**src/rtl/core/mmg_pkg.sv**
```systemverilog
// Shared constants and types for the min-max gray rescale block.
package mmg_pkg;

  // Pixel word width and the widths that follow from it
  localparam int unsigned PixelBits = 16;
  localparam int unsigned InDataW   = ((PixelBits + 7) / 8) * 8;
  localparam int unsigned DiffW     = PixelBits + 1;   // signed difference
  localparam int unsigned NumW      = PixelBits + 9;   // 510*d + range
  localparam int unsigned DenW      = PixelBits + 1;   // 2*range
  localparam int unsigned GrayW     = 8;
  localparam int unsigned OutDataW  = ((GrayW + 7) / 8) * 8;
  localparam int unsigned InUserW   = 2;
  localparam int unsigned OutUserW  = 1;

  // Divider: one quotient bit per cycle
  localparam int unsigned QuoSteps  = GrayW;
  localparam int unsigned CntW      = $clog2(QuoSteps);
  localparam int unsigned ShDenW    = DenW + QuoSteps - 1;

  localparam logic [GrayW-1:0] GrayMax = {GrayW{1'b1}};

  // Opcode carried in tuser bit 0
  localparam logic OpMeasure = 1'b0;
  localparam logic OpScale   = 1'b1;

  // Divider request
  typedef struct packed {
    logic            start;
    logic [NumW-1:0] num;
    logic [DenW-1:0] den;
  } div_req_t;

endpackage

```
**src/rtl/core/mmg_div.sv**
```systemverilog
// Bit-serial restoring divider giving an 8-bit quotient, one bit per cycle.
module mmg_div (
  input  logic              clk_i,
  input  logic              rst_ni,
  input  mmg_pkg::div_req_t req_i,
  output logic              done_o,
  output logic [mmg_pkg::GrayW-1:0] quo_o
);

  logic [mmg_pkg::NumW-1:0]   rem_q, rem_d;
  logic [mmg_pkg::ShDenW-1:0] dsr_q, dsr_d;
  logic [mmg_pkg::GrayW-1:0]  quo_q, quo_d;
  logic [mmg_pkg::CntW-1:0]   cnt_q, cnt_d;
  logic                       busy_q, busy_d;
  logic                       done_q, done_d;
  logic [mmg_pkg::NumW-1:0]   dsr_ext;
  logic                       fits;

  // Trial subtract of the shifted divisor
  assign dsr_ext = {{(mmg_pkg::NumW - mmg_pkg::ShDenW){1'b0}}, dsr_q};
  assign fits    = (rem_q >= dsr_ext);

  always_comb begin
    rem_d  = rem_q;
    dsr_d  = dsr_q;
    quo_d  = quo_q;
    cnt_d  = cnt_q;
    busy_d = busy_q;
    done_d = 1'b0;
    if (req_i.start) begin
      rem_d  = req_i.num;
      dsr_d  = {req_i.den, {(mmg_pkg::QuoSteps - 1){1'b0}}};
      cnt_d  = mmg_pkg::CntW'(mmg_pkg::QuoSteps - 1);
      busy_d = 1'b1;
    end else if (busy_q) begin
      if (fits) begin
        rem_d = rem_q - dsr_ext;
      end
      quo_d = {quo_q[mmg_pkg::GrayW-2:0], fits};
      dsr_d = dsr_q >> 1;
      cnt_d = cnt_q - 1'b1;
      if (cnt_q == '0) begin
        busy_d = 1'b0;
        done_d = 1'b1;
      end
    end
  end

  // Control state
  always_ff @(posedge clk_i or negedge rst_ni) begin
    if (!rst_ni) begin
      busy_q <= 1'b0;
      done_q <= 1'b0;
    end else begin
      busy_q <= busy_d;
      done_q <= done_d;
    end
  end

  // Datapath shift registers
  always_ff @(posedge clk_i) begin
    rem_q <= rem_d;
    dsr_q <= dsr_d;
    quo_q <= quo_d;
    cnt_q <= cnt_d;
  end

  assign done_o = done_q;
  assign quo_o  = quo_q;

endmodule

```
**src/rtl/core/minmax_gray_rescale_top.sv**
```systemverilog
// A measure transfer updates min/max and the block stays idle. A scale transfer
// passes through prep, load and, unless saturated or flat, the 8-step bit-serial
// divider, then done. Input is taken only while idle, so a scale item holds off new
// items until its result is loaded; measure items are taken every cycle while idle.
// Reset (async, active low): min reset to the largest pixel, max to the
// smallest, controller idle, no result pending.
module minmax_gray_rescale_top (
  input  logic clk_i,
  input  logic rst_ni,
  input  logic s_axis_tvalid_i,
  output logic s_axis_tready_o,
  input  logic [mmg_pkg::InDataW-1:0]  s_axis_tdata_i,  // [15:0] pixel
  input  logic [mmg_pkg::InUserW-1:0]  s_axis_tuser_i,  // [0] opcode, [1] frame_start
  output logic m_axis_tvalid_o,
  input  logic m_axis_tready_i,
  output logic [mmg_pkg::OutDataW-1:0] m_axis_tdata_o,  // [7:0] gray
  output logic [mmg_pkg::OutUserW-1:0] m_axis_tuser_o   // [0] flat_frame
);

  typedef enum logic [4:0] {
    StIdle = 5'b00001,
    StPrep = 5'b00010,
    StLoad = 5'b00100,
    StDiv  = 5'b01000,
    StDone = 5'b10000
  } state_e;

  localparam int unsigned P = mmg_pkg::PixelBits;

  state_e state_q, state_d;

  logic signed [P-1:0] min_q, min_d, max_q, max_d;
  logic signed [P-1:0] pix_q, pix_in;
  logic signed [mmg_pkg::DiffW-1:0] range_q, diff_q;
  logic [mmg_pkg::GrayW-1:0] res_gray_q, res_gray_d;
  logic res_flat_q, res_flat_d;
  logic out_valid_q, out_valid_d;
  logic [mmg_pkg::GrayW-1:0] out_gray_q;
  logic out_flat_q;
  logic in_xfer, out_load;
  logic range_le0, diff_le0, diff_ge;
  logic [mmg_pkg::NumW-1:0] d_ext, r_ext;
  mmg_pkg::div_req_t div_req;
  logic div_done;
  logic [mmg_pkg::GrayW-1:0] div_quo;

  assign s_axis_tready_o = (state_q == StIdle);
  assign in_xfer = s_axis_tvalid_i & s_axis_tready_o;
  assign pix_in  = signed'(s_axis_tdata_i[P-1:0]);

  // Case checks on the registered differences
  assign range_le0 = range_q[P] | (range_q == '0);
  assign diff_le0  = diff_q[P] | (diff_q == '0);
  assign diff_ge   = (diff_q >= range_q);

  // Numerator 510*d + range by shifts, denominator 2*range
  assign d_ext = {{(mmg_pkg::NumW - P){1'b0}}, diff_q[P-1:0]};
  assign r_ext = {{(mmg_pkg::NumW - P){1'b0}}, range_q[P-1:0]};
  assign div_req.start = (state_q == StLoad) & ~range_le0 & ~diff_le0 & ~diff_ge;
  assign div_req.num   = (d_ext << 9) - (d_ext << 1) + r_ext;
  assign div_req.den   = {range_q[P-1:0], 1'b0};

  mmg_div u_div (
    .clk_i  (clk_i),
    .rst_ni (rst_ni),
    .req_i  (div_req),
    .done_o (div_done),
    .quo_o  (div_quo)
  );

  assign out_load = (state_q == StDone) & (~out_valid_q | m_axis_tready_i);

  // Sequencer and running min/max
  always_comb begin
    state_d    = state_q;
    min_d      = min_q;
    max_d      = max_q;
    res_gray_d = res_gray_q;
    res_flat_d = res_flat_q;
    unique case (state_q)
      StIdle: begin
        if (in_xfer) begin
          if (s_axis_tuser_i[0] == mmg_pkg::OpMeasure) begin
            if (s_axis_tuser_i[1]) begin
              min_d = pix_in;
              max_d = pix_in;
            end else begin
              if (pix_in < min_q) min_d = pix_in;
              if (pix_in > max_q) max_d = pix_in;
            end
          end else begin
            state_d = StPrep;
          end
        end
      end
      StPrep: begin
        state_d = StLoad;
      end
      StLoad: begin
        res_flat_d = range_le0;
        if (range_le0 || diff_le0) begin
          res_gray_d = '0;
          state_d    = StDone;
        end else if (diff_ge) begin
          res_gray_d = mmg_pkg::GrayMax;
          state_d    = StDone;
        end else begin
          state_d = StDiv;
        end
      end
      StDiv: begin
        if (div_done) begin
          res_gray_d = div_quo;
          state_d    = StDone;
        end
      end
      StDone: begin
        if (out_load) state_d = StIdle;
      end
      default: state_d = StIdle;
    endcase
  end

  // Output register holds the result until its transfer
  assign out_valid_d = (out_valid_q & ~m_axis_tready_i) | out_load;

  always_ff @(posedge clk_i or negedge rst_ni) begin
    if (!rst_ni) begin
      state_q     <= StIdle;
      min_q       <= {1'b0, {(P-1){1'b1}}};
      max_q       <= {1'b1, {(P-1){1'b0}}};
      out_valid_q <= 1'b0;
    end else begin
      state_q     <= state_d;
      min_q       <= min_d;
      max_q       <= max_d;
      out_valid_q <= out_valid_d;
    end
  end

  // Payload registers
  always_ff @(posedge clk_i) begin
    if (in_xfer) pix_q <= pix_in;
    if (state_q == StPrep) begin
      range_q <= {max_q[P-1], max_q} - {min_q[P-1], min_q};
      diff_q  <= {pix_q[P-1], pix_q} - {min_q[P-1], min_q};
    end
    res_gray_q <= res_gray_d;
    res_flat_q <= res_flat_d;
    if (out_load) begin
      out_gray_q <= res_gray_q;
      out_flat_q <= res_flat_q;
    end
  end

  assign m_axis_tvalid_o = out_valid_q;
  assign m_axis_tdata_o  = {{(mmg_pkg::OutDataW - mmg_pkg::GrayW){1'b0}}, out_gray_q};
  assign m_axis_tuser_o  = out_flat_q;

endmodule
```
**config.mk**
```make
export PLATFORM = sky130hd
export DESIGN_NAME = minmax_gray_rescale_top
export DESIGN_NICKNAME = d
export VERILOG_FILES = /design/src/rtl/core/mmg_pkg.sv /design/src/rtl/core/mmg_div.sv /design/src/rtl/core/minmax_gray_rescale_top.sv
export SDC_FILE = /design/constraint.sdc
export NUM_CORES = 1
export LEC_CHECK = 0
export ABC_AREA = 0
export BUFFER_PORTS_ARGS = -buffer_cell sky130_fd_sc_hd__buf_2
export CAP_MARGIN = 30
export CORE_MARGIN = 2
export CORE_UTILIZATION = 45
export DETAILED_ROUTE_END_ITERATION = 8
export PLACE_DENSITY = 0.67
export SETUP_SLACK_MARGIN = 0.2
export SKIP_CTS_REPAIR_TIMING = 1
export SYNTH_ARGS = -nofsm -noshare
export SYNTH_HDL_FRONTEND = slang
export SYNTH_SLANG_ARGS = --single-unit
```
**constraint.sdc**
```tcl
create_clock -name clk_i -period 5.6 [get_ports clk_i]
set_clock_uncertainty 0.05 [all_clocks]
set_input_delay 0 -clock clk_i [delete_from_list [all_inputs] [get_ports clk_i]]
set_output_delay 0 -clock clk_i [all_outputs]
set_load 0.1 [all_outputs]
```
# Word-level counts from Yosys, hierarchy flattened
# Index checks and enable logic that the tools add are counted.
# word_totals
reg_bits,168
output_inout_bits,11
# op_classes
addsub,6
n_lt_le_gt_ge,4
eq_ne,10
mux,26
bitwise,17
reduce_logical,15
# op_table
op,count
$mux W25,3
$mux W16,4
$mux W24,2
$logic_not A17 Y1,2
$sub A16 B16 Y17,2
$mux W5,6
$add A25 B16 Y25,1
$ge A25 B24 Y1,1
$pmux W5 S5,1
$sub A25 B17 Y25,1
$sub A25 B24 Y25,1
$mux W8,3
$ge A17 B17 Y1,1
$gt A16 B16 Y1,1
$lt A16 B16 Y1,1
$pmux W8 S2,1
$reduce_and A4 Y1,3
$reduce_bool A2 Y1,5
$not A1 Y1,7
$and A1 B1 Y1,6
$mux W1,6
$ne A2 B1 Y1 const B,3
$eq A5 B1 Y1 const B,1
$eq A5 B2 Y1 const B,1
11 further kinds,15

# Depth between registers and ports, before layout
# Gate-level depths: netlist of the first run.
# depth
ltp_word,8
depth_mapped,12
depth_no_buf,12

# Modules after synthesis
# A second synthesis of the first run with hierarchy kept.
# hier_totals
hier_cells,1163
hier_area_um2,11701.2
# modules_own_cells
mod,instances,cells_each,area_per_inst_um2
minmax_gray_rescale_top,1,748,7787.5
mmg_div,1,415,3913.8

# Worst setup path before layout of the first run
# OpenSTA, ideal clock, no wires.
# synth_timing
kind,register to register
startpoint,register state_q[3]
endpoint,"register diff_q[0] (netlist name), enable pin"
setup_time_ns,0.477
t_arrival_ns,3.404
required_time_ns,5.073
path_slack_ns,1.669
path_stages_with_launch,3
period_less_slack_ns,3.931
path_cell_list,dfrtp_1 > or3_1 > nor3b_1
# synth_via
elab_chain_len,1
# synth_lines
item,line_no,text
"start, declared",minmax_gray_rescale_top.sv:30,"state_e state_q, state_d;"
"start signal, assigned",minmax_gray_rescale_top.sv:129,state_q <= StIdle;
"start signal, assigned",minmax_gray_rescale_top.sv:134,state_q <= state_d;
$eq A5 B2 Y1,minmax_gray_rescale_top.sv:144,if (state_q == StPrep) begin
"end signal, assigned",minmax_gray_rescale_top.sv:146,"diff_q <= {pix_q[P-1], pix_q} - {min_q[P-1], min_q};"
"end, declared",minmax_gray_rescale_top.sv:34,"logic signed [mmg_pkg::DiffW-1:0] range_q, diff_q;"
# No other way between the ends.
# A chain may end at the register's enable or synchronous reset.

# Worst setup path in the final report of the first run
# layout_timing
startpoint,register range_q[2] (netlist name)
endpoint,"register u_div.dsr_q[13] (netlist name), enable pin"
# layout_via
elab_chain_len,7
elab_cells_between_ends,9
classes_between,1 x order compare; 6 x bitwise; 2 x reduce/logical
# layout_lines
item,line_no,text
"start, declared",minmax_gray_rescale_top.sv:34,
"start signal, assigned",minmax_gray_rescale_top.sv:145,"range_q <= {max_q[P-1], max_q} - {min_q[P-1], min_q};"
branches (longest 5 deep; another with $ge A17 B17 Y1),--,
$and A1 B1 Y1 (*),minmax_gray_rescale_top.sv:59,assign div_req.start = (state_q == StLoad) & ~range_le0 & ~diff_le0 & ~diff_ge;
$reduce_bool A2 Y1 (no line) (*),--,
"end signal, assigned",mmg_div.sv:63,dsr_q <= dsr_d;
"end, declared",mmg_div.sv:11,"logic [mmg_pkg::ShDenW-1:0] dsr_q, dsr_d;"
# Every way passes the cells marked *.

==> results of run 1 <==
==> worst min-delay path, delay by kind of cell <==
| family | cells | cell delay [ns] |
|---|---|---|
| mux | 1 | 0.24 |
| compound gates | 1 | 0.13 |
| buf+inv | 1 | 0.12 |
==> final cells by class <==
class | instances | area [um^2]
fill | 2282 | 12300
clock inverter | 15 | 155
timing repair buffer | 58 | 433
inverter | 136 | 510
multi-input combinational | 800 | 6130
tap | 330 | 413
sequential | 168 | 4760
clock buffer | 17 | 425
==> cell usage after synthesis (10+ instances only) <==
library cell,n
a21o_1,39
a21oi_1,76
dfrtp_1,23
dfstp_2,17
dfxtp_1,11
edfxtp_1,117
fa_1,11
ha_1,141
inv_1,135
mux2_2,33
mux2i_1,15
nand2_1,96
nand2b_1,13
nand3_1,13
nand4_1,14
nor2_1,47
nor2b_1,17
nor3_1,19
nor4_1,11
o21a_1,10
o21ai_0,61
xnor2_1,41
xor2_1,26
==> power groups by stage <==
stage          Combinational (uW)  Clock, uW  Sequential, uW
6_report                     2080       1150            1740
5_1_grt                      2370       1220            1760
4_1_cts                      2080       1160            1740
3_5_place_dp                 2050          0            1770
3_3_place_gp                 2000          0            1760
2_1_floorplan                1640          0            1730
==> final timing paths <==
path                                         start                           to  slack [ns]
hold reg to reg            res_gray_q[4]$_DFFE_PP_  m_axis_tdata_o[4]$_DFFE_PP_        0.37
min in group asynchronous                   rst_ni        max_q[12]$_DFFE_PN0P_        0.19
setup / recovery              range_q[2]$_DFFE_PP_    u_div.dsr_q[13]$_DFFE_PP_        1.81
setup reg to reg              range_q[2]$_DFFE_PP_    u_div.dsr_q[13]$_DFFE_PP_        1.81
hold / removal                   s_axis_tuser_i[1]        min_q[15]$_DFFE_PN0P_        0.04
max in group asynchronous                   rst_ni       state_q[2]$_DFFE_PN0P_        4.73
==> stage by stage <==
step	setup WS, ns	instances
2_1_floorplan	1.67	1122
3_5_place_dp	1.81	1472
4_1_cts	1.78	1504
5_1_grt	1.53	1524
6_report	1.81	1524
3_3_place_gp	1.92	1470
==> per-layer routing <==
layer	wire length (um)	up-vias	track usage [%]
li1	-	4151	-
met1	11400	3909	25.1
met2	11300	117	30.4
met3	501	20	2.53
met4	332	0	4.94
met5	0	-	0
==> kinds of logic (layout without fill, tap and decap cells) <==
logic type,after synthesis,count (layout),share of synthesized area (%)
and+or+nand+nor,268,268,11.4
adders and majority gates,152,152,17.3
AOI/OAI and AO/OA,265,265,15.0
xor gates and xnor gates,67,67,5.11
muxes,48,48,4.55
buffers and inverters,154,226,5.19
DFF,168,168,41.4
==> registers in the layout, summed over array words and instances (netlist names), 3 cells and up <==
name / cells
u_div.rem_q: 25
u_div.dsr_q: 24
diff_q: 17
range_q: 17
max_q: 16
min_q: 16
pix_q: 16
m_axis_tdata_o: 8
res_gray_q: 8
u_div.quo_o: 8
state_q: 5
u_div.cnt_q: 3
==> results.sh, run 1 <==
export IMPL_drcViolationCount=0
export IMPL_syn_area_mm2=0.0115
export IMPL_final_area_mm2=0.0128
export IMPL_die_width_um=164
export IMPL_clock_sinks=168
export IMPL_die_area_mm2=0.0268
export IMPL_drtAntennaViolNets=0
export IMPL_finalMaxSlewViolations=0
export IMPL_post_route_period_util_pct=67.8
export IMPL_synth_edf_count=117
export IMPL_antenna_cells=0
export IMPL_cts_buffers=17
export IMPL_layout_commonest_cell="ha_1"
export IMPL_overflow=0
export IMPL_synth_cells=1122
export IMPL_grt_pass1_wl_um=39200
export IMPL_syn_area_per_cell_um2=10.2
export IMPL_synthFlopType="edfxtp_1"
export IMPL_arrival_ns=3.83
export IMPL_critical_path_required_ns=5.64
export IMPL_clockBufferDepth=2
export IMPL_grt_pass1_vias=8064
export IMPL_crit_family="compound AO/OA/AOI/OAI gates"
export IMPL_slew_headroom_pct=38.6
export IMPL_async_flop_share_pct=23.8
export IMPL_power_switching_uw=1800
export IMPL_hold_viol=0
export IMPL_setup_viol=0
export IMPL_routed_wl_um=23500
export IMPL_swShare_pct=36.1
export IMPL_status="finished clean"
export IMPL_wl_per_cell_um=15.4
export IMPL_cp_start_kind="register"
export IMPL_crit_path_cell_trace="inv_1 > ha_1 > a21o_1 > a21o_1 > a211oi_1 > o21ai_1 > a211o_1 > a211oi_4 > buf_4 > or2_2"
export IMPL_finalSetupTns_ns=0
export IMPL_ir_worst_vdd_uv=288
export IMPL_grt_usage_pct=18.3
export IMPL_port_buffers=32
export IMPL_place_area_mm2=0.0120
export IMPL_fin_hold_ws_ns=0.0363
export IMPL_path_class="reg2reg"
export IMPL_chipHeight_um=164
export IMPL_start_util_pct=45.7
export IMPL_ys_warn_count=0
export IMPL_total_power_uw=4970
export IMPL_yosysTopAreaCell="edfxtp_1"
export IMPL_fin_nets=1355
export IMPL_clock_fmax_ghz=0.264
export IMPL_drtIter0Drc=455
export IMPL_synth_cell_types=71
export IMPL_cp_max_fo=90
export IMPL_synth_seq_cells=168
export IMPL_worstMarginPinSlew_ns=0.921
export IMPL_crit_slowest_cell="buf_4"
export IMPL_rsz0062_at_grt="no"
export IMPL_viasPerCell=5.38
export IMPL_syn2layout_area_growth_pct=11.7
export IMPL_synth_top_cell_area_share_pct=30.6
export IMPL_clkPwrFrac_pct=23.1
export IMPL_dr_pass1_iters=4
export IMPL_pwr_share_seq_pct=35.1
export IMPL_p_leak_uw=0.00557
export IMPL_cp_depth=10
export IMPL_hold_path_class="in2reg"
export IMPL_final_util_pct=51.1
export IMPL_coreArea_mm2=0.0251
export IMPL_r2r_cells=10
export IMPL_pwr_density_cell_mw_per_mm2=388
export IMPL_synthesis_nets=1296
export IMPL_grt_max_degree=91
export IMPL_cts_tree="built"
export IMPL_maxCapViolations=0
export IMPL_htree_levels=4
export IMPL_vias=8197
export IMPL_layout_common_cells="ha_1, inv_1, edfxtp_1, nand2_1, a21oi_1"
export IMPL_seq_area_frac_synth_pct=41.4
export IMPL_antenna_found_initial=0
export IMPL_path_buf_inv=2
export IMPL_worst_path_most_repeated_cell="a21o_1"
export IMPL_drive_above_1_share_pct=11.5
export IMPL_clock_latency_ns=0.43
export IMPL_p_int_uw=3180
export IMPL_cts_root_buf="clkbuf_16"
export IMPL_min_period_ns=3.79
export IMPL_slowest_delay_ns=0.71
export IMPL_pwr_share_comb_pct=41.8
export IMPL_synth_area_leaders="edfxtp_1, ha_1, dfrtp_1"
export IMPL_place_detailed_hpwl_um=18000
export IMPL_holdPathStages=3
export IMPL_ios=33
export IMPL_endpoint_kind="register"
export IMPL_place_gp_congestion=0.907
export IMPL_rows=58
export IMPL_cts_clk_slew_worst_paths_ns=0.07
No activity file was read; power rests on OpenSTA's default activity.
==> run 2, diff against run 1 <==
clock period = 3.55 ns   (was 5.6 ns; I/O delays follow)
==> run 2 against run 1 <==
Compared with the run above: global-route usage up 0.11 points; sequential share of layout area down 0.63 points; maximum frequency up 19%; worst hold slack better by 0.084 ns; critical path type unchanged.
==> results.sh, run 2 (synthesis gave the netlist of run 1 again) <==
export IMPL_hold_viol=0
export IMPL_layout_commonest_cell="ha_1"
export IMPL_place_ws_ns=0.313
export IMPL_r2r_cells=11
export IMPL_ios=33
export IMPL_antenna_cells=0
export IMPL_min_period_ns=3.20
export IMPL_coreArea_mm2=0.0251
export IMPL_rows=58
export IMPL_nFillCells=2284
export IMPL_grt_usage_pct=18.4
export IMPL_chipHeight_um=164
export IMPL_antenna_found_initial=0
export IMPL_finalSetupTns_ns=0
export IMPL_cp_start_kind="register"
export IMPL_grt_pass1_wl_um=39800
export IMPL_viasPerCell=5.37
export IMPL_crit_path_cell_trace="inv_1 > ha_1 > ha_1 > a211oi_1 > o31ai_1 > o221ai_1 > o211ai_1 > a21oi_1 > o41ai_2 > xor2_1 > mux2i_1"
export IMPL_grt_max_degree=41
export IMPL_clock_sinks=168
export IMPL_pwr_density_cell_mw_per_mm2=607
export IMPL_rsz0062_at_grt="no"
export IMPL_vias=8278
export IMPL_overflow=0
export IMPL_hold_end="max_q[12]$_DFFE_PN0P_"
export IMPL_slowest_delay_ns=0.42
export IMPL_crit_family="compound AO/OA/AOI/OAI gates"
export IMPL_clock_fmax_ghz=0.312
export IMPL_maxCapViolations=0
export IMPL_crit_slowest_cell="edfxtp_1"
export IMPL_wl_per_cell_um=15.5
export IMPL_die_area_mm2=0.0268
export IMPL_drtAntennaViolNets=0
export IMPL_layout_common_cells="ha_1, inv_1, edfxtp_1, nand2_1, a21oi_1"
export IMPL_place_detailed_hpwl_um=18400
export IMPL_reg_largest_list="u_div.rem_q: 25 flops, u_div.dsr_q: 24 flops"
export IMPL_final_seq_area_mm2=0.00476
export IMPL_drtIter0Drc=501
export IMPL_die_width_um=164
export IMPL_cp_max_fo=3
export IMPL_top_register="u_div.rem_q"
export IMPL_drive_above_1_share_pct=13.9
export IMPL_worst_path_most_repeated_cell="ha_1"
export IMPL_critical_path_required_ns=3.66
export IMPL_slew_headroom_pct=39.8
export IMPL_finalMaxSlewViolations=0
export IMPL_dr_pass1_iters=5
export IMPL_worstHoldStart="s_axis_tuser_i[1]"
export IMPL_cts_buffers=17
export IMPL_start_util_pct=45.7
export IMPL_post_route_period_util_pct=90.2
export IMPL_ir_worst_vdd_uv=386
export IMPL_finalWorstSetupSlack_ns=0.349
export IMPL_largest_reg_flops=25
export IMPL_cts_tree="built"
export IMPL_worstMarginPinSlew_ns=0.903
export IMPL_holdPathStages=3
export IMPL_port_buffers=32
export IMPL_reg2reg_to="u_div.rem_q[24]$_DFFE_PP_"
export IMPL_clock_latency_ns=0.44
export IMPL_place_gp_congestion=0.867
export IMPL_p_leak_uw=0.00568
export IMPL_fin_nets=1373
export IMPL_grt_pass1_vias=8191
export IMPL_path_class="reg2reg"
export IMPL_timing_rr_start="diff_q[1]$_DFFE_PP_"
export IMPL_cts_root_buf="clkbuf_16"
export IMPL_routed_wl_um=23800
export IMPL_hold_path_class="in2reg"
export IMPL_status="finished clean"
export IMPL_r2r_slack_ns=0.35
export IMPL_setup_viol=0
export IMPL_htree_levels=4
export IMPL_endpoint_kind="register"
export IMPL_clockBufferDepth=2
export IMPL_drcViolationCount=0
export IMPL_multi_input_area_mm2=0.00622
export IMPL_cts_clk_slew_worst_paths_ns=0.07
export IMPL_path_buf_inv=1
export IMPL_syn2layout_area_growth_pct=13.7
export IMPL_arrival_ns=3.31
## run 2: through the flow
step                hold slack, ns  util (%)  cells  cell area [um^2]  total power (uW)
floorplan                   -0.346         -   1122             11500              5320
detailed placement           0.134      48.3   1483             12100              6060
global placement             0.131      48.3   1483             12100              5970
global route                 0.142      52.0   1542             13000              8510
finish                       0.121      52.0   1542             13000              7920
CTS                         -0.325      50.7   1515             12700              7920
## run 2: area by class of cell
class	instances	share of cell area, %
sequential	168	36.5
clock buffer	17	3.26
clock inverter	15	1.23
timing repair buffer	76	4.33
multi-input combinational	800	47.6
tap	330	3.16
inverter	136	3.91
## run 2: where the power goes
group | internal [uW] | switching [uW]
Sequential | 2570 | 169
Combinational | 1520 | 1820
Clock | 996 | 837
Total | 5090 | 2830
## run 2: worst max-delay path by stage
stage | startpoint | endpoint | slack (ns) | cells after the start
after floorplan | diff_q[2]$_DFFE_PP_ | u_div.rem_q[0]$_DFFE_PP_ | 0.30 | 9
after global placement | diff_q[1]$_DFFE_PP_ | u_div.rem_q[21]$_DFFE_PP_ | 0.39 | 11
after detailed placement | diff_q[0]$_DFFE_PP_ | u_div.rem_q[21]$_DFFE_PP_ | 0.31 | 11
after CTS | diff_q[0]$_DFFE_PP_ | u_div.rem_q[21]$_DFFE_PP_ | 0.30 | 11
after global routing | diff_q[1]$_DFFE_PP_ | u_div.rem_q[24]$_DFFE_PP_ | 0.16 | 11
final | diff_q[1]$_DFFE_PP_ | u_div.rem_q[24]$_DFFE_PP_ | 0.35 | 11
## run 2: routing by layer
| metal | share of wire (%) | GRT usage [%] | up-vias |
|---|---|---|---|
| met2 | 47 | 30.2 | 124 |
| met5 | 0 | 0 | - |
| li1 | - | - | 4201 |
| met1 | 48 | 25.1 | 3915 |
| met3 | 2.2 | 2.22 | 38 |
| met4 | 2.7 | 6.78 | 0 |
## run 2: worst register-to-register path, stage by stage (launching register included)
cell      delay [ns]
edfxtp_1        0.42
inv_1           0.15
ha_1            0.29
ha_1            0.31
a211oi_1        0.07
o31ai_1         0.30
o221ai_1        0.26
o211ai_1        0.29
a21oi_1         0.14
o41ai_2         0.34
xor2_1          0.19
mux2i_1         0.10
